$ cat src/rtl/fbpa_pkg.sv
`timescale 1ns / 1ps
// ----------------------------------------------------------------------------
// fbpa_pkg
// Shared types and constants for the fixed-size block pool allocator.
// ----------------------------------------------------------------------------
package fbpa_pkg;

    // default configuration of the pools
    localparam int HEADER_BYTES_DEF  = 8;
    localparam int SMALL_BLOCKS_DEF  = 8;
    localparam int MEDIUM_BLOCKS_DEF = 8;
    localparam int LARGE_BLOCKS_DEF  = 4;

    // block sizes of the three pools, as powers of two
    localparam int SMALL_SHIFT  = 4;
    localparam int MEDIUM_SHIFT = 5;
    localparam int LARGE_SHIFT  = 6;
    localparam int SMALL_BYTES  = 1 << SMALL_SHIFT;
    localparam int MEDIUM_BYTES = 1 << MEDIUM_SHIFT;
    localparam int LARGE_BYTES  = 1 << LARGE_SHIFT;

    localparam int ADDR_W   = 32;
    localparam int SIZE_W   = 16;
    localparam int POOL_W   = 2;
    localparam int STATUS_W = 3;

    localparam logic [POOL_W-1:0] POOL_SMALL  = 2'd0;
    localparam logic [POOL_W-1:0] POOL_MEDIUM = 2'd1;
    localparam logic [POOL_W-1:0] POOL_LARGE  = 2'd2;

    typedef enum logic [STATUS_W-1:0] {
        ST_OK        = 3'd0,
        ST_EMPTY     = 3'd1,
        ST_TOO_LARGE = 3'd2,
        ST_UNKNOWN   = 3'd3,
        ST_DOUBLE    = 3'd4
    } t_status;

    localparam logic FUNC_ALLOC = 1'b0;
    localparam logic FUNC_FREE  = 1'b1;

    // stack operation requested from one pool
    typedef struct packed {
        logic pop;
        logic push;
    } t_pool_ctrl;

    // what one pool reports back to the decoder
    typedef struct packed {
        logic has_free;
        logic full;
        logic blk_alloc;
    } t_pool_stat;

endpackage

$ cat src/rtl/fbpa_pool.sv
`timescale 1ns / 1ps
// ----------------------------------------------------------------------------
// fbpa_pool
// One pool: LIFO free stack, free count and per-block allocated flags.
// ----------------------------------------------------------------------------
module fbpa_pool #(
    parameter int NUM_BLOCKS = fbpa_pkg::SMALL_BLOCKS_DEF,
    parameter int IDX_W      = (NUM_BLOCKS > 1) ? $clog2(NUM_BLOCKS) : 1
) (
    input  logic                 i_clk,
    input  logic                 i_rst_n,
    input  fbpa_pkg::t_pool_ctrl i_ctrl,
    input  logic [IDX_W-1:0]     i_free_idx,
    output logic [IDX_W-1:0]     o_top_idx,
    output fbpa_pkg::t_pool_stat o_stat
);
    import fbpa_pkg::*;

    localparam int CNT_W = $clog2(NUM_BLOCKS + 1);
    localparam logic [CNT_W-1:0] CNT_FULL = CNT_W'(NUM_BLOCKS);

    logic [IDX_W-1:0]      r_stack [NUM_BLOCKS];
    logic [CNT_W-1:0]      r_count;
    logic [NUM_BLOCKS-1:0] r_alloc_map;

    logic [CNT_W-1:0] top_ptr;
    logic [IDX_W-1:0] top_raw;

    assign top_ptr = r_count - 1'b1;
    assign top_raw = r_stack[top_ptr[IDX_W-1:0]];

    // out-of-range stack entries fall back to block 0
    assign o_top_idx = ({1'b0, top_raw} >= (IDX_W + 1)'(NUM_BLOCKS)) ? '0 : top_raw;

    assign o_stat.has_free  = (r_count != '0) && (r_count <= CNT_FULL);
    assign o_stat.full      = (r_count >= CNT_FULL);
    assign o_stat.blk_alloc = r_alloc_map[i_free_idx];

    always_ff @(posedge i_clk) begin
        if (!i_rst_n) begin
            r_count     <= CNT_FULL;
            r_alloc_map <= '0;
            for (int i = 0; i < NUM_BLOCKS; i++) begin
                r_stack[i] <= IDX_W'(NUM_BLOCKS - 1 - i);
            end
        end else if (i_ctrl.pop) begin
            r_count                <= top_ptr;
            r_alloc_map[o_top_idx] <= 1'b1;
        end else if (i_ctrl.push) begin
            r_stack[r_count[IDX_W-1:0]] <= i_free_idx;
            r_count                     <= r_count + 1'b1;
            r_alloc_map[i_free_idx]     <= 1'b0;
        end
    end

endmodule

$ cat src/rtl/fbpa_decode.sv
`timescale 1ns / 1ps
// ----------------------------------------------------------------------------
// fbpa_decode
// Request decode: pool selection by size or address, stack control, result.
// ----------------------------------------------------------------------------
module fbpa_decode #(
    parameter int HEADER_BYTES  = fbpa_pkg::HEADER_BYTES_DEF,
    parameter int SMALL_BLOCKS  = fbpa_pkg::SMALL_BLOCKS_DEF,
    parameter int MEDIUM_BLOCKS = fbpa_pkg::MEDIUM_BLOCKS_DEF,
    parameter int LARGE_BLOCKS  = fbpa_pkg::LARGE_BLOCKS_DEF,
    parameter int S_IDX_W = (SMALL_BLOCKS > 1) ? $clog2(SMALL_BLOCKS) : 1,
    parameter int M_IDX_W = (MEDIUM_BLOCKS > 1) ? $clog2(MEDIUM_BLOCKS) : 1,
    parameter int L_IDX_W = (LARGE_BLOCKS > 1) ? $clog2(LARGE_BLOCKS) : 1
) (
    input  logic                           i_step,
    input  logic                           i_func,
    input  logic [fbpa_pkg::SIZE_W-1:0]    i_req_size,
    input  logic [fbpa_pkg::ADDR_W-1:0]    i_free_addr,
    input  logic [fbpa_pkg::ADDR_W-1:0]    i_base_addr,
    input  fbpa_pkg::t_pool_stat           i_s_stat,
    input  fbpa_pkg::t_pool_stat           i_m_stat,
    input  fbpa_pkg::t_pool_stat           i_l_stat,
    input  logic [S_IDX_W-1:0]             i_s_top,
    input  logic [M_IDX_W-1:0]             i_m_top,
    input  logic [L_IDX_W-1:0]             i_l_top,
    output fbpa_pkg::t_pool_ctrl           o_s_ctrl,
    output fbpa_pkg::t_pool_ctrl           o_m_ctrl,
    output fbpa_pkg::t_pool_ctrl           o_l_ctrl,
    output logic [S_IDX_W-1:0]             o_s_free_idx,
    output logic [M_IDX_W-1:0]             o_m_free_idx,
    output logic [L_IDX_W-1:0]             o_l_free_idx,
    output logic [fbpa_pkg::ADDR_W-1:0]    o_addr,
    output logic [fbpa_pkg::POOL_W-1:0]    o_pool_used,
    output fbpa_pkg::t_status              o_status
);
    import fbpa_pkg::*;

    localparam logic [ADDR_W-1:0] HDR      = ADDR_W'(HEADER_BYTES);
    localparam logic [SIZE_W-1:0] FIT_S    = SIZE_W'(SMALL_BYTES - HEADER_BYTES);
    localparam logic [SIZE_W-1:0] FIT_M    = SIZE_W'(MEDIUM_BYTES - HEADER_BYTES);
    localparam logic [SIZE_W-1:0] FIT_L    = SIZE_W'(LARGE_BYTES - HEADER_BYTES);
    localparam logic [ADDR_W-1:0] SPAN_S   = ADDR_W'(SMALL_BLOCKS * SMALL_BYTES);
    localparam logic [ADDR_W-1:0] SPAN_M   = ADDR_W'(MEDIUM_BLOCKS * MEDIUM_BYTES);
    localparam logic [ADDR_W-1:0] SPAN_L   = ADDR_W'(LARGE_BLOCKS * LARGE_BYTES);
    localparam logic [ADDR_W-1:0] START_M  = SPAN_S;
    localparam logic [ADDR_W-1:0] START_L  = SPAN_S + SPAN_M;

    // ---------------- allocate path ----------------
    logic              fit_s, fit_m, fit_l;
    logic [ADDR_W-1:0] blk_off;

    assign fit_s = (i_req_size <= FIT_S);
    assign fit_m = (i_req_size <= FIT_M);
    assign fit_l = (i_req_size <= FIT_L);

    // ---------------- free path ----------------
    logic [ADDR_W-1:0] off, rel_m, rel_l;
    logic              in_s, in_m, in_l;
    logic              align_s, align_m, align_l;

    assign off     = i_free_addr - HDR - i_base_addr;
    assign rel_m   = off - START_M;
    assign rel_l   = off - START_L;
    assign in_s    = (off < SPAN_S);
    assign in_m    = (rel_m < SPAN_M);
    assign in_l    = (rel_l < SPAN_L);
    assign align_s = (off[SMALL_SHIFT-1:0] == '0);
    assign align_m = (rel_m[MEDIUM_SHIFT-1:0] == '0);
    assign align_l = (rel_l[LARGE_SHIFT-1:0] == '0);

    assign o_s_free_idx = off[S_IDX_W+SMALL_SHIFT-1:SMALL_SHIFT];
    assign o_m_free_idx = rel_m[M_IDX_W+MEDIUM_SHIFT-1:MEDIUM_SHIFT];
    assign o_l_free_idx = rel_l[L_IDX_W+LARGE_SHIFT-1:LARGE_SHIFT];

    always_comb begin
        o_s_ctrl    = '0;
        o_m_ctrl    = '0;
        o_l_ctrl    = '0;
        o_addr      = '0;
        o_pool_used = POOL_SMALL;
        o_status    = ST_OK;
        blk_off     = '0;

        if (i_func == FUNC_ALLOC) begin
            if (fit_s) begin
                o_pool_used  = POOL_SMALL;
                o_s_ctrl.pop = i_step && i_s_stat.has_free;
                o_status     = i_s_stat.has_free ? ST_OK : ST_EMPTY;
                blk_off      = ADDR_W'(i_s_top) << SMALL_SHIFT;
            end else if (fit_m) begin
                o_pool_used  = POOL_MEDIUM;
                o_m_ctrl.pop = i_step && i_m_stat.has_free;
                o_status     = i_m_stat.has_free ? ST_OK : ST_EMPTY;
                blk_off      = START_M + (ADDR_W'(i_m_top) << MEDIUM_SHIFT);
            end else if (fit_l) begin
                o_pool_used  = POOL_LARGE;
                o_l_ctrl.pop = i_step && i_l_stat.has_free;
                o_status     = i_l_stat.has_free ? ST_OK : ST_EMPTY;
                blk_off      = START_L + (ADDR_W'(i_l_top) << LARGE_SHIFT);
            end else begin
                o_status = ST_TOO_LARGE;
            end
            if (o_status == ST_OK) begin
                o_addr = i_base_addr + blk_off + HDR;
            end
        end else begin
            // first pool whose span holds the offset decides; misalignment is unknown
            o_status = ST_UNKNOWN;
            if (in_s) begin
                if (align_s) begin
                    o_pool_used = POOL_SMALL;
                    if (!i_s_stat.blk_alloc || i_s_stat.full) begin
                        o_status = ST_DOUBLE;
                    end else begin
                        o_status      = ST_OK;
                        o_s_ctrl.push = i_step;
                    end
                end
            end else if (in_m) begin
                if (align_m) begin
                    o_pool_used = POOL_MEDIUM;
                    if (!i_m_stat.blk_alloc || i_m_stat.full) begin
                        o_status = ST_DOUBLE;
                    end else begin
                        o_status      = ST_OK;
                        o_m_ctrl.push = i_step;
                    end
                end
            end else if (in_l) begin
                if (align_l) begin
                    o_pool_used = POOL_LARGE;
                    if (!i_l_stat.blk_alloc || i_l_stat.full) begin
                        o_status = ST_DOUBLE;
                    end else begin
                        o_status      = ST_OK;
                        o_l_ctrl.push = i_step;
                    end
                end
            end
        end
    end

endmodule

$ cat src/rtl/fixed_block_pool_allocator.sv
`timescale 1ns / 1ps
// ----------------------------------------------------------------------------
// fixed_block_pool_allocator
// Allocates and frees fixed-size blocks from three pools behind a base address.
// ----------------------------------------------------------------------------
// Takes one allocate or free request per clock when the input is not stalled
// and gives exactly one result per request, in order. A request is captured
// in an input register; once the output register can take a result, it is
// decoded against the pool stacks, which are popped or pushed at the edge
// that loads its result into the output register, so the next request
// always sees the updated pools. The result transfers when not stalled.
// A stalled output holds its result while one more request waits in the input
// register. The configuration port is always ready; base_addr should be
// written only while no request is in flight.
module fixed_block_pool_allocator #(
    parameter int HEADER_BYTES  = fbpa_pkg::HEADER_BYTES_DEF,
    parameter int SMALL_BLOCKS  = fbpa_pkg::SMALL_BLOCKS_DEF,
    parameter int MEDIUM_BLOCKS = fbpa_pkg::MEDIUM_BLOCKS_DEF,
    parameter int LARGE_BLOCKS  = fbpa_pkg::LARGE_BLOCKS_DEF
) (
    input  logic                          i_clk,
    input  logic                          i_rst_n,
    // configuration write
    input  logic                          i_cfg_valid,
    output logic                          o_cfg_ready,
    input  logic [fbpa_pkg::ADDR_W-1:0]   i_cfg_data,
    // request channel
    input  logic                          i_in_valid,
    output logic                          o_in_stall,
    input  logic                          i_func,
    input  logic [fbpa_pkg::SIZE_W-1:0]   i_req_size,
    input  logic [fbpa_pkg::ADDR_W-1:0]   i_free_addr,
    // result channel
    output logic                          o_out_valid,
    input  logic                          i_out_stall,
    output logic [fbpa_pkg::ADDR_W-1:0]   o_addr,
    output logic [fbpa_pkg::POOL_W-1:0]   o_pool_used,
    output logic [fbpa_pkg::STATUS_W-1:0] o_status
);
    import fbpa_pkg::*;

    localparam int S_IDX_W = (SMALL_BLOCKS > 1) ? $clog2(SMALL_BLOCKS) : 1;
    localparam int M_IDX_W = (MEDIUM_BLOCKS > 1) ? $clog2(MEDIUM_BLOCKS) : 1;
    localparam int L_IDX_W = (LARGE_BLOCKS > 1) ? $clog2(LARGE_BLOCKS) : 1;

    logic [ADDR_W-1:0]   r_base_addr;

    logic                r_in_valid;
    logic                r_func;
    logic [SIZE_W-1:0]   r_req_size;
    logic [ADDR_W-1:0]   r_free_addr;

    logic                r_out_valid;
    logic [ADDR_W-1:0]   r_addr;
    logic [POOL_W-1:0]   r_pool_used;
    logic [STATUS_W-1:0] r_status;

    logic                out_free;
    logic                step;
    logic                in_take;

    t_pool_ctrl          s_ctrl, m_ctrl, l_ctrl;
    t_pool_stat          s_stat, m_stat, l_stat;
    logic [S_IDX_W-1:0]  s_top, s_free_idx;
    logic [M_IDX_W-1:0]  m_top, m_free_idx;
    logic [L_IDX_W-1:0]  l_top, l_free_idx;
    logic [ADDR_W-1:0]   dec_addr;
    logic [POOL_W-1:0]   dec_pool;
    t_status             dec_status;

    assign o_cfg_ready = 1'b1;

    // output register can take a new result
    assign out_free   = !r_out_valid || !i_out_stall;
    assign step       = r_in_valid && out_free;
    assign o_in_stall = r_in_valid && !out_free;
    assign in_take    = i_in_valid && !o_in_stall;

    always_ff @(posedge i_clk) begin
        if (!i_rst_n) begin
            r_base_addr <= '0;
        end else if (i_cfg_valid && o_cfg_ready) begin
            r_base_addr <= i_cfg_data;
        end
    end

    always_ff @(posedge i_clk) begin
        if (!i_rst_n) begin
            r_in_valid <= 1'b0;
        end else if (in_take) begin
            r_in_valid <= 1'b1;
        end else if (step) begin
            r_in_valid <= 1'b0;
        end
    end

    always_ff @(posedge i_clk) begin
        if (in_take) begin
            r_func      <= i_func;
            r_req_size  <= i_req_size;
            r_free_addr <= i_free_addr;
        end
    end

    fbpa_pool #(
        .NUM_BLOCKS (SMALL_BLOCKS),
        .IDX_W      (S_IDX_W)
    ) u_pool_small (
        .i_clk      (i_clk),
        .i_rst_n    (i_rst_n),
        .i_ctrl     (s_ctrl),
        .i_free_idx (s_free_idx),
        .o_top_idx  (s_top),
        .o_stat     (s_stat)
    );

    fbpa_pool #(
        .NUM_BLOCKS (MEDIUM_BLOCKS),
        .IDX_W      (M_IDX_W)
    ) u_pool_medium (
        .i_clk      (i_clk),
        .i_rst_n    (i_rst_n),
        .i_ctrl     (m_ctrl),
        .i_free_idx (m_free_idx),
        .o_top_idx  (m_top),
        .o_stat     (m_stat)
    );

    fbpa_pool #(
        .NUM_BLOCKS (LARGE_BLOCKS),
        .IDX_W      (L_IDX_W)
    ) u_pool_large (
        .i_clk      (i_clk),
        .i_rst_n    (i_rst_n),
        .i_ctrl     (l_ctrl),
        .i_free_idx (l_free_idx),
        .o_top_idx  (l_top),
        .o_stat     (l_stat)
    );

    fbpa_decode #(
        .HEADER_BYTES  (HEADER_BYTES),
        .SMALL_BLOCKS  (SMALL_BLOCKS),
        .MEDIUM_BLOCKS (MEDIUM_BLOCKS),
        .LARGE_BLOCKS  (LARGE_BLOCKS),
        .S_IDX_W       (S_IDX_W),
        .M_IDX_W       (M_IDX_W),
        .L_IDX_W       (L_IDX_W)
    ) u_decode (
        .i_step        (step),
        .i_func        (r_func),
        .i_req_size    (r_req_size),
        .i_free_addr   (r_free_addr),
        .i_base_addr   (r_base_addr),
        .i_s_stat      (s_stat),
        .i_m_stat      (m_stat),
        .i_l_stat      (l_stat),
        .i_s_top       (s_top),
        .i_m_top       (m_top),
        .i_l_top       (l_top),
        .o_s_ctrl      (s_ctrl),
        .o_m_ctrl      (m_ctrl),
        .o_l_ctrl      (l_ctrl),
        .o_s_free_idx  (s_free_idx),
        .o_m_free_idx  (m_free_idx),
        .o_l_free_idx  (l_free_idx),
        .o_addr        (dec_addr),
        .o_pool_used   (dec_pool),
        .o_status      (dec_status)
    );

    always_ff @(posedge i_clk) begin
        if (!i_rst_n) begin
            r_out_valid <= 1'b0;
        end else if (out_free) begin
            r_out_valid <= r_in_valid;
        end
    end

    always_ff @(posedge i_clk) begin
        if (step) begin
            r_addr      <= dec_addr;
            r_pool_used <= dec_pool;
            r_status    <= dec_status;
        end
    end

    assign o_out_valid = r_out_valid;
    assign o_addr      = r_addr;
    assign o_pool_used = r_pool_used;
    assign o_status    = r_status;

endmodule
$ cat config.mk
export PLATFORM = sky130hd
export DESIGN_NAME = fixed_block_pool_allocator
export DESIGN_NICKNAME = d
export VERILOG_FILES = /design/src/rtl/fbpa_pkg.sv /design/src/rtl/fbpa_pool.sv /design/src/rtl/fbpa_decode.sv /design/src/rtl/fixed_block_pool_allocator.sv
export SDC_FILE = /design/constraint.sdc
export NUM_CORES = 1
export LEC_CHECK = 0
export BUFFER_PORTS_ARGS = -buffer_cell sky130_fd_sc_hd__buf_2
export CAP_MARGIN = 40
export CORE_MARGIN = 3
export CORE_UTILIZATION = 57
export DETAILED_ROUTE_END_ITERATION = 7
export PLACE_DENSITY_LB_ADDON = 0.3
export SKIP_LAST_GASP = 1
export SYNTH_ARGS = -nofsm -noshare
export SYNTH_HDL_FRONTEND = slang
export SYNTH_SLANG_ARGS = --single-unit
$ cat constraint.sdc
create_clock -name i_clk -period 10.7 [get_ports i_clk]
set_input_delay 1.605 -clock i_clk [delete_from_list [all_inputs] [get_ports i_clk]]
set_output_delay 1.605 -clock i_clk [all_outputs]
set_load 0.02 [all_outputs]
* Word level (Yosys, flattened, before mapping) *
Memory sizes are Yosys's and may differ from the RTL's.
Index checks and enable logic that the tools add are counted.
Widths: inputs -> output; s select.

cells by class
  add/subtract/negate cells = 14
  $lt $le $gt $ge = 24
  muxes and demuxes = 108
  bitwise logic cells = 10
  reduce and logical (&&, ||, !) cells = 41

operators by type and width
  kind                   number
  $mux 32                4
  $lt 32x9->1 const B    2
  $mux 3                 20
  $mux 1                 55
  $add 32x32->32         1
  $add 32x4->32 const B  1
  $lt 32x8->1 const B    1
  $mux 8                 4
  $sub 32x32->32         1
  $sub 32x4->32 const B  1
  $sub 32x8->32 const B  1
  $sub 32x9->32 const B  1
  $mux 4                 6
  $mux 2                 10
  $and 8x8->8            2
  $le 16x4->1 const B    1
  $le 16x5->1 const B    1
  $le 16x6->1 const B    1
  $lt 3x4->1 const B     4
  $not 8->8              2
  $or 8x8->8             2
  $logic_and 1x1->1      15
  $demux 1 s3            4
  $ge 3x1->1 const B     4
  30 further kinds       53

word-level totals
  register bits = 151
  memory bits (writable) = 56
  input bits = 86
  output and inout bits = 40
  logic and storage cells = 215
  memories = 3

memories
  memory                 depth  bits a word  read ports  clocked after Yosys merged registers in  write ports  line             RTL
  u_pool_medium.r_stack  8      3            1           0                                        8            fbpa_pool.sv:22  logic [IDX_W-1:0] r_stack [NUM_BLOCKS];
  u_pool_small.r_stack   8      3            1           0                                        8            fbpa_pool.sv:22
  u_pool_large.r_stack   4      2            1           0                                        4            fbpa_pool.sv:22

* Depth between registers and ports, before layout *
Gate-level depths: netlist of the first run.

  word-level depth = 19
  gate-level depth with buffers = 23
  mapped depth without buffers = 19

* Cells and area by module *
From an unflattened synthesis of the first run, not the netlist that was laid out.

unflattened totals
  cell total of the unflattened synthesis = 1337
  area total of the unflattened synthesis = 13304.0 um^2

by module, submodules not included
  module                      times used  cells an instance  area an instance (um^2)  sequential area each (um^2)
  fbpa_decode                 1           697                4662.0                   0.0
  fixed_block_pool_allocator  1           199                3916.3                   3263.1
  fbpa_pool at u_pool_medium  1           175                1926.8                   960.9
  fbpa_pool at u_pool_small   1           184                1920.6                   960.9
  fbpa_pool at u_pool_large   1           82                 878.3                    380.4

* Worst setup path before layout of the first run *
OpenSTA, ideal clock, no wires.

  path type = register to register
  start point = register r_base_addr[1]
  end point = memory u_pool_medium.r_stack[3][0] (netlist bit), enable pin
  library setup time = 0.374 ns
  arrival time = 4.798 ns
  required time = 10.326 ns
  setup slack = 5.527 ns
  cell stages (with the launch flop) = 18
  path buffers = 2
  period minus slack after synthesis = 5.173 ns
  cells stage by stage = dfxtp_1 -> inv_1 -> ha_1 -> ha_1 -> fa_1 -> a211oi_2 -> o21ai_2 -> a22o_1 -> or3_1 -> a222oi_1 -> and4_1 -> nand4b_1 -> or4_1 -> o21a_2 -> or4_4 -> buf_6 -> buf_2 -> o41ai_1

RTL lines
  element                 line                              RTL
  from (decl)             fixed_block_pool_allocator.sv:46  logic [ADDR_W-1:0] r_base_addr;
  from (signal assigned)  fixed_block_pool_allocator.sv:83  r_base_addr <= i_cfg_data;
  to (decl)               fbpa_pool.sv:22

==> impl_table.tex, run 1 <==
\begin{tabular}{lr}
\hline
Metric & Value \\
\hline
\multicolumn{2}{l}{\textbf{Clock network}} \\
\quad Count of clock tree sinks & 207 \\
\quad Clock transition time at the flip-flop clock pins of the worst setup and hold paths & 0.06 ns \\
\quad Inserted Clock Buffers & 23 \\
\quad Post-CTS setup buffers & 0 \\
\quad Clock latency of the later-clocked register in the worst-skew pair & 0.53 ns \\
\quad Clk root buf & sky130\_fd\_sc\_hd\_\_clkbuf\_16 \\
\quad Cts hold-fix bufs & 0 \\
\quad H-tree levels & 1 \\
\quad Resize count post-CTS & 0 \\
\quad Clk buf depth & 3 \\
\quad Clock tree from TritonCTS & built \\
\multicolumn{2}{l}{\textbf{Timing}} \\
\quad Achievable clock frequency & 0.178 GHz \\
\quad Max-slew violation count & 0 \\
\quad Clock period minus worst slack & 5.63 ns \\
\quad Final worst clock skew & 0.0204 ns \\
\quad Total of endpoints with negative setup slack in the final report & 0 \\
\quad Worst hold slack & 0.516 ns \\
\quad Relative max-transition margin & 39.8\% \\
\quad Final hold viol count & 0 \\
\quad Unrepaired setup endpoints after global routing & false \\
\quad Transition at the pin with the smallest max-transition slack & 0.895 ns \\
\quad Part of the cycle the worst path needs & 52.6\% \\
\quad Summed negative setup slack over all endpoints & 0 ns \\
\multicolumn{2}{l}{\textbf{Setup path}} \\
\quad Startpoint kind of the worst setup timing path & register \\
\quad Crit path cell chain & inv\_1, ha\_1, ha\_1, fa\_1, a211oi\_2, o21ai\_2, a211oi\_1, o21ai\_0, xnor2\_1, and4\_1, nand4b\_1, or4\_1, o21a\_2, or4\_4, o41ai\_1 \\
\quad FF-to-FF path depth & 15 \\
\quad Required time of the critical path & 10.85 ns \\
\quad Signal arrival time at the worst endpoint & 5.79 ns \\
\quad Total buffers and inverters traversed by the critical path & 1 \\
\quad Critical path endpoint category & register \\
\quad Worst R2R Setup Slack & 5.07 ns \\
\quad Logic depth of the worst path, buffers included & 15 \\
\quad Gate family responsible for the most delay along the worst path & compound AO/OA/AOI/OAI gates \\
\quad Critical-path maximum fanout & 25 \\
\quad Crit path max-delay cell type & sky130\_fd\_sc\_hd\_\_or4\_4 \\
\quad Reg-to-reg startpoint & r\_base\_addr[1]\$\_SDFFE\_PN0P\_ \\
\quad Class of the most critical setup path & reg -> reg \\
\quad Cell repeated most along the worst path & sky130\_fd\_sc\_hd\_\_ha\_1 \\
\quad Longest individual stage delay on the worst path & 0.68 ns \\
\quad Endpoint of the most critical register-to-register path & u\_pool\_medium.r\_stack[3][2]\$\_SDFFCE\_PN1P\_ \\
\multicolumn{2}{l}{\textbf{Synthesis}} \\
\quad Share of Yosys cell area claimed by the top area cell type & 33.2\% \\
\quad Number of enable flip-flop cells after synthesis & 142 \\
\quad Instance count of the mapped netlist & 1324 \\
\quad Synth Register Bits & 207 \\
\quad Top cells by instance count after synthesis & sky130\_fd\_sc\_hd\_\_edfxtp\_1 (142), sky130\_fd\_sc\_hd\_\_nor2\_1 (114), sky130\_fd\_sc\_hd\_\_nand2\_1 (113) \\
\quad Number of distinct library cells after synthesis & 86 \\
\quad Leading post-synthesis cells by cell area & sky130\_fd\_sc\_hd\_\_edfxtp\_1 (33\%), sky130\_fd\_sc\_hd\_\_dfxtp\_1 (10\%), sky130\_fd\_sc\_hd\_\_ha\_1 (7.4\%) \\
\quad Mean instance size in the synthesized netlist & 9.71 µm² \\
\quad Warnings from Yosys & 0 \\
\quad Share of synthesized flip-flops with an asynchronous set or reset & 0\% \\
\quad Leading register cell type out of synthesis & sky130\_fd\_sc\_hd\_\_edfxtp\_1 \\
\quad Proportion of synthesized chip area in sequential cells & 43.3\% \\
\quad Most area-hungry cell type in the Yosys netlist & sky130\_fd\_sc\_hd\_\_edfxtp\_1 \\
\quad Cell area after synthesis & 0.0129 mm² \\
\quad Count leader, synth & sky130\_fd\_sc\_hd\_\_edfxtp\_1 \\
\quad Post-Synthesis Net Count & 1488 \\
\multicolumn{2}{l}{\textbf{Floorplanning}} \\
\quad Site row count & 54 \\
\quad Starting density of the core & 58.5\% \\
\quad Core footprint & 0.0220 mm² \\
\quad Die Width & 156 µm \\
\quad Chip height & 156 µm \\
\quad Overall die area & 0.0244 mm² \\
\quad Ports placed on the boundary & 126 \\
\multicolumn{2}{l}{\textbf{Min path}} \\
\quad Worst min-delay path category & reg -> reg \\
\quad Hold path endpoint & o\_out\_valid\$\_SDFFE\_PN0P\_ \\
\quad Worst hold stages & 2 \\
\quad Start point of the worst hold path & r\_in\_valid\$\_SDFFE\_PN0P\_ \\
\multicolumn{2}{l}{\textbf{Drt}} \\
\quad Final routed DRC violation total & 0 \\
\quad Wire per inst & 18.0 µm \\
\quad Iter 0 DRT Violations & 686 \\
\quad Antenna Nets Post-Route & 0 \\
\quad Number of optimization iterations in the first detailed-route pass & 7 \\
\quad Via density & 6.01 \\
\quad Total vias in the final route & 10400 \\
\quad Aggregate routed wire length & 31000 µm \\
\multicolumn{2}{l}{\textbf{Placement}} \\
\quad Number of I/O port buffers & 124 \\
\quad Last weighted congestion value of the routability-driven placer & 0.971 \\
\quad Detail Placement HPWL & 22800 µm \\
\multicolumn{2}{l}{\textbf{Power and ir drop}} \\
\quad Static leakage power & 5.61 nW \\
\quad Ratio of total power to cell area & 153 mW/mm² \\
\quad Worst IR Drop VDD & 0.140 mV \\
\multicolumn{2}{l}{\textbf{Cells and area}} \\
\quad Fill count & 1747 \\
\quad Storage element area & 0.00557 mm² \\
\quad Proportion of layout cells with a drive suffix above 1 & 16.0\% \\
\quad Area growth, synth to finish & 12.3\% \\
\quad Area of combinational cells with multiple inputs & 0.00664 mm² \\
\quad Final layout net count & 1591 \\
\quad Final antenna diode count & 0 \\
\multicolumn{2}{l}{\textbf{Global route}} \\
\quad First-pass GRT wire length & 49600 µm \\
\quad Total global routing overflow & 0 \\
\quad Vias in the first global route & 10100 \\
\quad Maximum number of pins on one net before global-route repair & 93 \\
\quad Initial antenna violation count & 0 \\
\quad Global-route usage over all layers & 24.7\% \\
\multicolumn{2}{l}{\textbf{Job}} \\
\quad Max-cap violations & 0 \\
\multicolumn{2}{l}{\textbf{Outcome}} \\
\quad Run status & finished, final reports clean \\
\hline
\end{tabular}
## registers in the layout (all words and copies together), names as in the netlist, 4 cells and up
name,count
u_pool_small.r_count,4
r_req_size,16
u_pool_small.r_stack,24
r_free_addr,32
u_pool_medium.r_stack,24
u_pool_small.r_alloc_map,8
u_pool_medium.r_count,4
u_pool_large.r_stack,8
u_pool_medium.r_alloc_map,8
u_pool_large.r_alloc_map,4
o_addr,32
r_base_addr,32
## where the power goes
part / internal (mW) / total (mW) / switching (mW)
combinational: 0.190 / 0.535 / 0.346
clock: 0.440 / 0.761 / 0.321
sequential: 0.890 / 0.908 / 0.0174
## worst reg2reg max path, cell delays in order (launching register included)
cell and delay, ns:
sky130_fd_sc_hd__dfxtp_1 0.34, sky130_fd_sc_hd__inv_1 0.07, sky130_fd_sc_hd__ha_1 0.30, sky130_fd_sc_hd__ha_1 0.25
sky130_fd_sc_hd__fa_1 0.45, sky130_fd_sc_hd__a211oi_2 0.27, sky130_fd_sc_hd__o21ai_2 0.15, sky130_fd_sc_hd__a211oi_1 0.44
sky130_fd_sc_hd__o21ai_0 0.25, sky130_fd_sc_hd__xnor2_1 0.33, sky130_fd_sc_hd__and4_1 0.26, sky130_fd_sc_hd__nand4b_1 0.15
sky130_fd_sc_hd__or4_1 0.56, sky130_fd_sc_hd__o21a_2 0.16, sky130_fd_sc_hd__or4_4 0.68, sky130_fd_sc_hd__o41ai_1 0.59
## layout by cell type (no fill, tap or decap), types with 9 or more instances in the layout
master                      synthesis  routed
sky130_fd_sc_hd__ha_1              76      76
sky130_fd_sc_hd__or4_1             10      10
sky130_fd_sc_hd__nand2_1          113     113
sky130_fd_sc_hd__buf_2              7     125
sky130_fd_sc_hd__nand4_1           18      18
sky130_fd_sc_hd__dfxtp_1           65      65
sky130_fd_sc_hd__a21o_1            11      11
sky130_fd_sc_hd__edfxtp_1         142     142
sky130_fd_sc_hd__nand3_1           31      31
sky130_fd_sc_hd__o21bai_1          10      10
sky130_fd_sc_hd__and2_1            13      13
sky130_fd_sc_hd__mux2i_1           39      39
sky130_fd_sc_hd__and3_1            20      20
sky130_fd_sc_hd__or3_1             19      19
sky130_fd_sc_hd__mux4_2            19      19
sky130_fd_sc_hd__nor3_1            33      33
sky130_fd_sc_hd__nand2b_1          12      12
sky130_fd_sc_hd__nor4_1            24      24
sky130_fd_sc_hd__inv_1            112     112
sky130_fd_sc_hd__buf_4              1       9
sky130_fd_sc_hd__o21ai_0           53      53
sky130_fd_sc_hd__clkbuf_16          0      23
sky130_fd_sc_hd__nor2_1           114     114
sky130_fd_sc_hd__o21a_1            12      12
sky130_fd_sc_hd__nor2b_1           43      42
sky130_fd_sc_hd__a21oi_1           70      70
sky130_fd_sc_hd__o211ai_1           9       9
sky130_fd_sc_hd__xor2_1            32      32
sky130_fd_sc_hd__o31ai_1           10      10
sky130_fd_sc_hd__xnor2_1           26      25
sky130_fd_sc_hd__a31oi_1           10      10
## per-layer routing
metal,global-route usage (%),share of wire (%),wire length (µm),up-vias
met3,3.63,5.4,1690,63
met4,8.09,2.9,909,0
met5,0,0,0,-
met1,32.3,43,13400,4967
li1,-,-,-,5016
met2,42.5,48,15000,314
## worst max-delay path by stage
stage / start / end / slack (ns)
2_1_floorplan: r_base_addr[1]$_SDFFE_PN0P_ / u_pool_medium.r_stack[3][0]$_SDFFCE_PN0P_ / 5.53
3_3_place_gp: u_pool_medium.r_count[0]$_SDFFE_PN0P_ / o_addr[31]$_SDFFCE_PP0P_ / 5.29
3_5_place_dp: r_base_addr[1]$_SDFFE_PN0P_ / u_pool_medium.r_stack[3][2]$_SDFFCE_PN1P_ / 5.13
4_1_cts: r_base_addr[1]$_SDFFE_PN0P_ / u_pool_medium.r_stack[3][2]$_SDFFCE_PN1P_ / 5.07
5_1_grt: r_base_addr[1]$_SDFFE_PN0P_ / u_pool_medium.r_stack[3][2]$_SDFFCE_PN1P_ / 4.72
6_report: r_base_addr[1]$_SDFFE_PN0P_ / u_pool_medium.r_stack[3][2]$_SDFFCE_PN1P_ / 5.07
## final cells by class
class                      count  area share [%]
clock inverter                12           0.633
tap                          280            2.43
clock buffer                  30            4.38
multi-input combinational    946            46.0
inverter                     112            2.91
sequential                   207            38.6
timing repair buffer         137            5.11
## cell families after synthesis
logic type	share of synthesized area [%]
compound gates	13.5
other cells	0.0292
buf+inv	5.15
xor+xnor	4.08
mux	6.89
flops	43.3
fa+ha+maj	7.71
simple gates	19.4
## through the flow
stage,total power [mW],area [µm²],cells,util (%),setup WS [ns]
final,2.20,14400,1724,65.7,5.07
after global routing,2.30,14400,1724,65.7,4.72
after CTS,2.20,14400,1724,65.7,5.07
after detailed placement,1.45,13700,1682,62.5,5.13
after global placement,1.44,13700,1678,62.2,5.29
after floorplan,1.30,12900,1324,-,5.53
Power figures use the tool's default switching activity.
==> run 2: changes to the inputs <==
CORE_UTILIZATION = 55   (was 57)
clock period = 4.82 ns   (was 10.7 ns; I/O delays follow)
==> run 2 against run 1 <==
  * Sequential cell count unchanged
  * Utilization rose by 5.7 points
  * Hold slack got worse by 0.15 ns
  * Clock-buffer cell count rose by 3
  * First-iteration DRC count fell by 2.8%
==> impl_table.tex, run 2 (synthesis results as in run 1) <==
\begin{tabular}{lr}
\hline
Metric & Value \\
\hline
\multicolumn{2}{l}{\textbf{Drt}} \\
\quad Wire per inst & 17.7 µm \\
\quad Final routed DRC violation total & 0 \\
\quad Via density & 5.81 \\
\quad Total vias in the final route & 11100 \\
\quad Aggregate routed wire length & 33700 µm \\
\quad Number of optimization iterations in the first detailed-route pass & 5 \\
\quad Iter 0 DRT Violations & 667 \\
\quad Antenna Nets Post-Route & 0 \\
\multicolumn{2}{l}{\textbf{Job}} \\
\quad Max-cap violations & 0 \\
\multicolumn{2}{l}{\textbf{Placement}} \\
\quad Detail Placement HPWL & 24800 µm \\
\quad Last weighted congestion value of the routability-driven placer & 0.937 \\
\quad Number of I/O port buffers & 124 \\
\multicolumn{2}{l}{\textbf{Power and ir drop}} \\
\quad Overall power of the completed layout & 5.34 mW \\
\quad Worst IR Drop VDD & 0.318 mV \\
\quad Ratio of total power to cell area & 328 mW/mm² \\
\quad Static leakage power & 6.52 nW \\
\multicolumn{2}{l}{\textbf{Outcome}} \\
\quad Run status & finished, final reports clean \\
\multicolumn{2}{l}{\textbf{Setup path}} \\
\quad Crit path cell chain & inv\_1, ha\_1, inv\_1, ha\_4, fa\_2, a211oi\_4, o21ai\_2, a22o\_1, or3\_4, and2\_4, or3\_4, or3\_4, o21bai\_4, nand3\_2, or4\_4, or4b\_4 \\
\quad Longest individual stage delay on the worst path & 0.57 ns \\
\quad Reg-to-reg startpoint & r\_free\_addr[0]\$\_DFFE\_PP\_ \\
\quad Setup crit end & u\_pool\_medium.r\_stack[6][0]\$\_SDFFCE\_PN1P\_ \\
\quad Endpoint of the most critical register-to-register path & u\_pool\_medium.r\_stack[6][0]\$\_SDFFCE\_PN1P\_ \\
\quad Startpoint kind of the worst setup timing path & register \\
\quad Critical-path maximum fanout & 5 \\
\quad FF-to-FF path depth & 16 \\
\quad Worst R2R Setup Slack & 0.02 ns \\
\quad Signal arrival time at the worst endpoint & 5.06 ns \\
\quad Class of the most critical setup path & reg -> reg \\
\quad Crit path max-delay cell type & sky130\_fd\_sc\_hd\_\_or4\_4 \\
\quad Worst Setup SP & r\_free\_addr[0]\$\_DFFE\_PP\_ \\
\quad Required time of the critical path & 5.08 ns \\
\quad Cell repeated most along the worst path & sky130\_fd\_sc\_hd\_\_or3\_4 \\
\quad Critical path endpoint category & register \\
\multicolumn{2}{l}{\textbf{Timing}} \\
\quad Total of endpoints with negative setup slack in the final report & 0 \\
\quad Max-slew violation count & 0 \\
\quad Relative max-transition margin & 43.8\% \\
\quad Summed negative setup slack over all endpoints & 0 ns \\
\quad Achievable clock frequency & 0.208 GHz \\
\quad Final worst clock skew & 0.0143 ns \\
\quad Final hold viol count & 0 \\
\quad Part of the cycle the worst path needs & 99.6\% \\
\quad Clock period minus worst slack & 4.80 ns \\
\quad Transition at the pin with the smallest max-transition slack & 0.843 ns \\
\quad Unrepaired setup endpoints after global routing & true \\
\multicolumn{2}{l}{\textbf{Floorplanning}} \\
\quad Starting density of the core & 56.4\% \\
\quad Chip height & 159 µm \\
\quad Ports placed on the boundary & 126 \\
\quad Site row count & 55 \\
\quad Die Width & 159 µm \\
\quad Overall die area & 0.0252 mm² \\
\quad Core footprint & 0.0228 mm² \\
\multicolumn{2}{l}{\textbf{Min path}} \\
\quad Worst min-delay path category & in -> reg \\
\multicolumn{2}{l}{\textbf{Global route}} \\
\quad Vias in the first global route & 10900 \\
\quad GRT met2 Usage & 44.0\% \\
\quad Global-route usage over all layers & 25.2\% \\
\quad Total global routing overflow & 0 \\
\quad Met1 Use GR & 32.3\% \\
\quad Met3 track demand over resource & 3.16\% \\
\quad Maximum number of pins on one net before global-route repair & 40 \\
\quad Busiest grt layer & met2 \\
\quad First-pass GRT wire length & 52900 µm \\
\quad Initial antenna violation count & 0 \\
\multicolumn{2}{l}{\textbf{Cells and area}} \\
\quad Highest-count cells in the layout ignoring fill and taps & sky130\_fd\_sc\_hd\_\_buf\_4 (151), sky130\_fd\_sc\_hd\_\_edfxtp\_1 (142), sky130\_fd\_sc\_hd\_\_buf\_2 (124), sky130\_fd\_sc\_hd\_\_inv\_1 (112), sky130\_fd\_sc\_hd\_\_nand2\_1 (112) \\
\quad Final layout net count & 1738 \\
\quad Final antenna diode count & 0 \\
\quad Fin util & 71.4\% \\
\quad Proportion of layout cells with a drive suffix above 1 & 28.8\% \\
\quad Leading cell type in the layout, fill and taps excluded & sky130\_fd\_sc\_hd\_\_buf\_4 \\
\quad Area growth, synth to finish & 26.6\% \\
\multicolumn{2}{l}{\textbf{Clock network}} \\
\quad H-tree levels & 1 \\
\quad Count of clock tree sinks & 207 \\
\quad Inserted Clock Buffers & 23 \\
\quad Clock tree from TritonCTS & built \\
\quad Clock latency of the later-clocked register in the worst-skew pair & 0.53 ns \\
\quad Clk buf depth & 3 \\
\quad Clock transition time at the flip-flop clock pins of the worst setup and hold paths & 0.06 ns \\
\quad Clk root buf & sky130\_fd\_sc\_hd\_\_clkbuf\_16 \\
\quad Cts hold-fix bufs & 0 \\
\hline
\end{tabular}
## run 2: cell types whose count changed in the layout (fill, tap and decap cells not counted), sizes merged
cell	previous run	this run
buf	136	283
clkbuf	30	33
clkinv	9	6
clkinvlp	1	0
inv	113	114
## run 2: how the worst min path moves through the flow
stage,startpoint,to,depth (start not counted)
after global routing,i_free_addr[28],r_free_addr[28]$_DFFE_PP_,1
after global placement,r_in_valid$_SDFFE_PN0P_,o_out_valid$_SDFFE_PN0P_,2
after detailed placement,r_base_addr[1]$_SDFFE_PN0P_,r_base_addr[1]$_SDFFE_PN0P_,2
after CTS,i_req_size[8],r_req_size[8]$_DFFE_PP_,1
final,i_req_size[8],r_req_size[8]$_DFFE_PP_,1
after floorplan,r_in_valid$_SDFFE_PN0P_,o_out_valid$_SDFFE_PN0P_,2
## run 2: cell type report
cell class / instances / area (µm²)
Multi-Input combinational cell: 946 / 7280
Fill cell: 1677 / 6500
Sequential cell: 207 / 5570
Timing Repair Buffer: 284 / 1880
Clock buffer: 33 / 654
Inverter: 112 / 420
Tap cell: 313 / 392
Clock inverter: 9 / 77.6
## run 2: layer usage
layer  up-vias  routed length, µm
li1       5299                  -
met1      5292              14100
met2       392              16500
met3        77               1970
met4         0               1140
met5         -                  0
## run 2: metrics by stage
stage / area (µm²) / setup WS, ns / hold WS [ns] / std cells
3_3_place_gp: 14800 / -0.150 / 0.480 / 1844
4_1_cts: 15700 / 0.000373 / 0.349 / 1893
3_5_place_dp: 14900 / -0.270 / 0.515 / 1848
2_1_floorplan: 13000 / -0.0760 / 0.472 / 1324
6_report: 16300 / 0.0214 / 0.369 / 1904
5_1_grt: 16300 / -0.0901 / 0.359 / 1904
## run 2: worst max-delay path: cells and delay by family (launching register included)
family | cells | cell delay [ns]
buffers and inverters | 2 | 0.13
AOI/OAI and AO/OA | 4 | 0.78
adders and majority gates | 3 | 0.67
and+or+nand+nor | 7 | 2.57
DFF | 1 | 0.37
## run 2: what timing repair did
item	in CTS	in global routing
setup endpoints to repair	64	122
cloned	0	0
pin swaps	11	28
resized for setup	14	91
buffers inserted	3	11
## run 2: power breakdown
group / total [mW] / switching (mW) / internal, mW
registers: 2.01 / 0.0351 / 1.98
clock network: 1.71 / 0.707 / 1.00
logic: 1.62 / 0.930 / 0.688
==> run 3: changes to the inputs <==
CORE_UTILIZATION = 38   (was 55)
==> run 3 against run 2 <==
  * The run now ends with negative setup slack left
  * Utilization decreased by 22 points
  * Largest power group unchanged
  * Via count down 2.1%
  * Clock skew hardly changed
  * Critical endpoint unchanged
  * Combinational power shrank 7%
  * Clock-buffer cell count grew 2
==> impl_table.tex, run 3 (synthesis results as in run 1) <==
\begin{tabular}{lr}
\hline
Metric & Value \\
\hline
\multicolumn{2}{l}{\textbf{Global route}} \\
\quad First-pass GRT wire length & 54800 µm \\
\quad Maximum number of pins on one net before global-route repair & 53 \\
\quad Global-route usage over all layers & 18.5\% \\
\quad Total global routing overflow & 0 \\
\quad Initial antenna violation count & 0 \\
\quad Vias in the first global route & 10700 \\
\multicolumn{2}{l}{\textbf{Setup path}} \\
\quad Signal arrival time at the worst endpoint & 5.10 ns \\
\quad Critical-path maximum fanout & 5 \\
\quad Startpoint kind of the worst setup timing path & register \\
\quad Crit path cell chain & inv\_1, ha\_1, inv\_1, ha\_1, a21oi\_4, o211ai\_1, a211o\_1, a311o\_1, and2\_1, buf\_4, or2\_2, nor4\_1, o211a\_1, o211ai\_1, or4\_4, or4b\_4 \\
\quad Longest individual stage delay on the worst path & 0.58 ns \\
\quad Critical path endpoint category & register \\
\quad Endpoint of the most critical register-to-register path & u\_pool\_medium.r\_stack[6][0]\$\_SDFFCE\_PN1P\_ \\
\quad Required time of the critical path & 5.08 ns \\
\quad Gate family responsible for the most delay along the worst path & simple AND/OR/NAND/NOR gates \\
\quad Reg-to-reg startpoint & r\_free\_addr[5]\$\_DFFE\_PP\_ \\
\quad FF-to-FF path depth & 16 \\
\quad Total buffers and inverters traversed by the critical path & 3 \\
\quad Worst Setup SP & r\_free\_addr[5]\$\_DFFE\_PP\_ \\
\quad Class of the most critical setup path & reg -> reg \\
\quad Worst R2R Setup Slack & -0.02 ns \\
\quad Crit path max-delay cell type & sky130\_fd\_sc\_hd\_\_or4\_4 \\
\multicolumn{2}{l}{\textbf{Job}} \\
\quad Max-cap violations & 0 \\
\multicolumn{2}{l}{\textbf{Cells and area}} \\
\quad Proportion of layout cells with a drive suffix above 1 & 27.2\% \\
\quad Final layout net count & 1750 \\
\quad Post-route cell area & 0.0162 mm² \\
\quad Fin util & 49.3\% \\
\quad Area growth, synth to finish & 26.3\% \\
\quad Cell Count, Final, Fillers Out & 2045 \\
\quad Highest-count cells in the layout ignoring fill and taps & sky130\_fd\_sc\_hd\_\_buf\_4 (165), sky130\_fd\_sc\_hd\_\_edfxtp\_1 (142), sky130\_fd\_sc\_hd\_\_buf\_2 (124), sky130\_fd\_sc\_hd\_\_nand2\_1 (112) \\
\quad Final antenna diode count & 0 \\
\quad Leading cell type in the layout, fill and taps excluded & sky130\_fd\_sc\_hd\_\_buf\_4 \\
\multicolumn{2}{l}{\textbf{Timing}} \\
\quad Max-slew violation count & 0 \\
\quad Final worst clock skew & 0.0146 ns \\
\quad Transition at the pin with the smallest max-transition slack & 0.814 ns \\
\quad Part of the cycle the worst path needs & 100\% \\
\quad Relative max-transition margin & 45.6\% \\
\quad Unrepaired setup endpoints after global routing & true \\
\quad Total of endpoints with negative setup slack in the final report & 4 \\
\quad Final hold viol count & 0 \\
\quad Achievable clock frequency & 0.207 GHz \\
\quad Crit path setup slack, layout & -0.0202 ns \\
\quad Clock period minus worst slack & 4.84 ns \\
\quad Worst hold slack & 0.362 ns \\
\multicolumn{2}{l}{\textbf{Clock network}} \\
\quad Clk root buf & sky130\_fd\_sc\_hd\_\_clkbuf\_16 \\
\quad Clk buf depth & 3 \\
\quad Clock transition time at the flip-flop clock pins of the worst setup and hold paths & 0.06 ns \\
\quad Inserted Clock Buffers & 24 \\
\quad Clock latency of the later-clocked register in the worst-skew pair & 0.53 ns \\
\quad Clock tree from TritonCTS & built \\
\quad Cts hold-fix bufs & 0 \\
\quad Count of clock tree sinks & 207 \\
\quad H-tree levels & 1 \\
\multicolumn{2}{l}{\textbf{Floorplanning}} \\
\quad Chip height & 190 µm \\
\quad Die Width & 190 µm \\
\quad Starting density of the core & 39.0\% \\
\quad Site row count & 66 \\
\quad Ports placed on the boundary & 126 \\
\quad Overall die area & 0.0361 mm² \\
\quad Core footprint & 0.0329 mm² \\
\multicolumn{2}{l}{\textbf{Power and ir drop}} \\
\quad Worst IR Drop VDD & 0.236 mV \\
\quad Ratio of total power to cell area & 323 mW/mm² \\
\quad Static leakage power & 6.43 nW \\
\multicolumn{2}{l}{\textbf{Drt}} \\
\quad Aggregate routed wire length & 34000 µm \\
\quad Via density & 5.29 \\
\quad Wire per inst & 16.6 µm \\
\quad Total vias in the final route & 10800 \\
\quad Antenna Nets Post-Route & 0 \\
\quad Iter 0 DRT Violations & 734 \\
\quad Final routed DRC violation total & 0 \\
\quad Number of optimization iterations in the first detailed-route pass & 6 \\
\multicolumn{2}{l}{\textbf{Min path}} \\
\quad Hold path endpoint & r\_free\_addr[26]\$\_DFFE\_PP\_ \\
\quad Worst min-delay path category & in -> reg \\
\quad Worst hold stages & 1 \\
\quad Start point of the worst hold path & i\_free\_addr[26] \\
\multicolumn{2}{l}{\textbf{Placement}} \\
\quad Last weighted congestion value of the routability-driven placer & 0.939 \\
\quad Detail Placement HPWL & 26000 µm \\
\quad Number of I/O port buffers & 124 \\
\quad Worst slack after detailed placement & -0.306 ns \\
\quad Cell Count Post-Placement & 1997 \\
\quad Placed cell area & 0.0152 mm² \\
\multicolumn{2}{l}{\textbf{Outcome}} \\
\quad Failing checks & negative setup slack \\
\quad Run status & finished, violations left \\
\hline
\end{tabular}
==> run 3: cell count changes in the layout (fill, tap and decap cells not counted), moves of 4 or more <==
cell                       delta
sky130_fd_sc_hd__buf_4       +14
sky130_fd_sc_hd__o21ai_2      -6
sky130_fd_sc_hd__clkinv_2     -5
sky130_fd_sc_hd__xnor2_1      +5
sky130_fd_sc_hd__xnor2_2      -5
sky130_fd_sc_hd__nor4_1       +4
==> run 3: cell type report <==
| class | instances | area [µm²] |
|---|---|---|
| clock inverter | 8 | 80.1 |
| clock buffer | 35 | 662 |
| fill | 3073 | 16700 |
| inverter | 112 | 420 |
| multi-input combinational | 946 | 7010 |
| tap | 442 | 553 |
| timing repair buffer | 295 | 1940 |
| sequential | 207 | 5570 |
==> run 3: metal layers <==
metal  global-route usage, %  part of all wire, %  vias up
li1                        -                    -     5330
met1                    23.8                   44     5182
met2                    32.0                   48      240
met3                    2.36                  4.3       72
met4                    6.51                  3.4        0
met5                       0                    0        -
==> run 3: repair_timing <==
action	4_1_cts	5_1_grt
cloned	0	0
pin swaps	14	6
setup endpoints to repair	89	110
gates resized for setup	23	34
setup buffers	1	4
==> run 3: where the power goes <==
part	internal, mW	total, mW	switching, mW	leakage, nW
clock	1.01	1.73	0.724	0.359
combinational	0.648	1.51	0.860	4.21
sequential	1.98	2.01	0.0328	1.87
==> run 3: through the flow <==
step | TNS (ns) | power (mW)
4_1_cts | 0 | 5.25
3_3_place_gp | -5.82 | 3.46
6_report | -0.0355 | 5.25
3_5_place_dp | -12.80 | 3.46
2_1_floorplan | -0.441 | 2.89
5_1_grt | -5.38 | 5.50
==> run 3: worst max path at each step <==
| stage | endpoint | slack, ns | depth (start not counted) |
|---|---|---|---|
| 6_report | u_pool_medium.r_stack[6][0]$_SDFFCE_PN1P_ | -0.02 | 16 |
| 3_5_place_dp | u_pool_medium.r_stack[4][1]$_SDFFCE_PN1P_ | -0.31 | 17 |
| 5_1_grt | u_pool_medium.r_stack[0][1]$_SDFFCE_PN1P_ | -0.18 | 16 |
| 4_1_cts | u_pool_medium.r_stack[6][0]$_SDFFCE_PN1P_ | 0.002 | 16 |
| 3_3_place_gp | u_pool_medium.r_stack[1][2]$_SDFFCE_PN1P_ | -0.17 | 15 |
| 2_1_floorplan | u_pool_medium.r_stack[3][0]$_SDFFCE_PN0P_ | -0.08 | 16 |
==> run 3: worst reg2reg max path, delay by kind of cell (launching register included) <==
family	cells	cell delay, ns
buffers and inverters	3	0.23
adders and majority gates	2	0.65
DFF	1	0.31
AOI/OAI and AO/OA	6	1.48
and+or+nand+nor	5	1.90
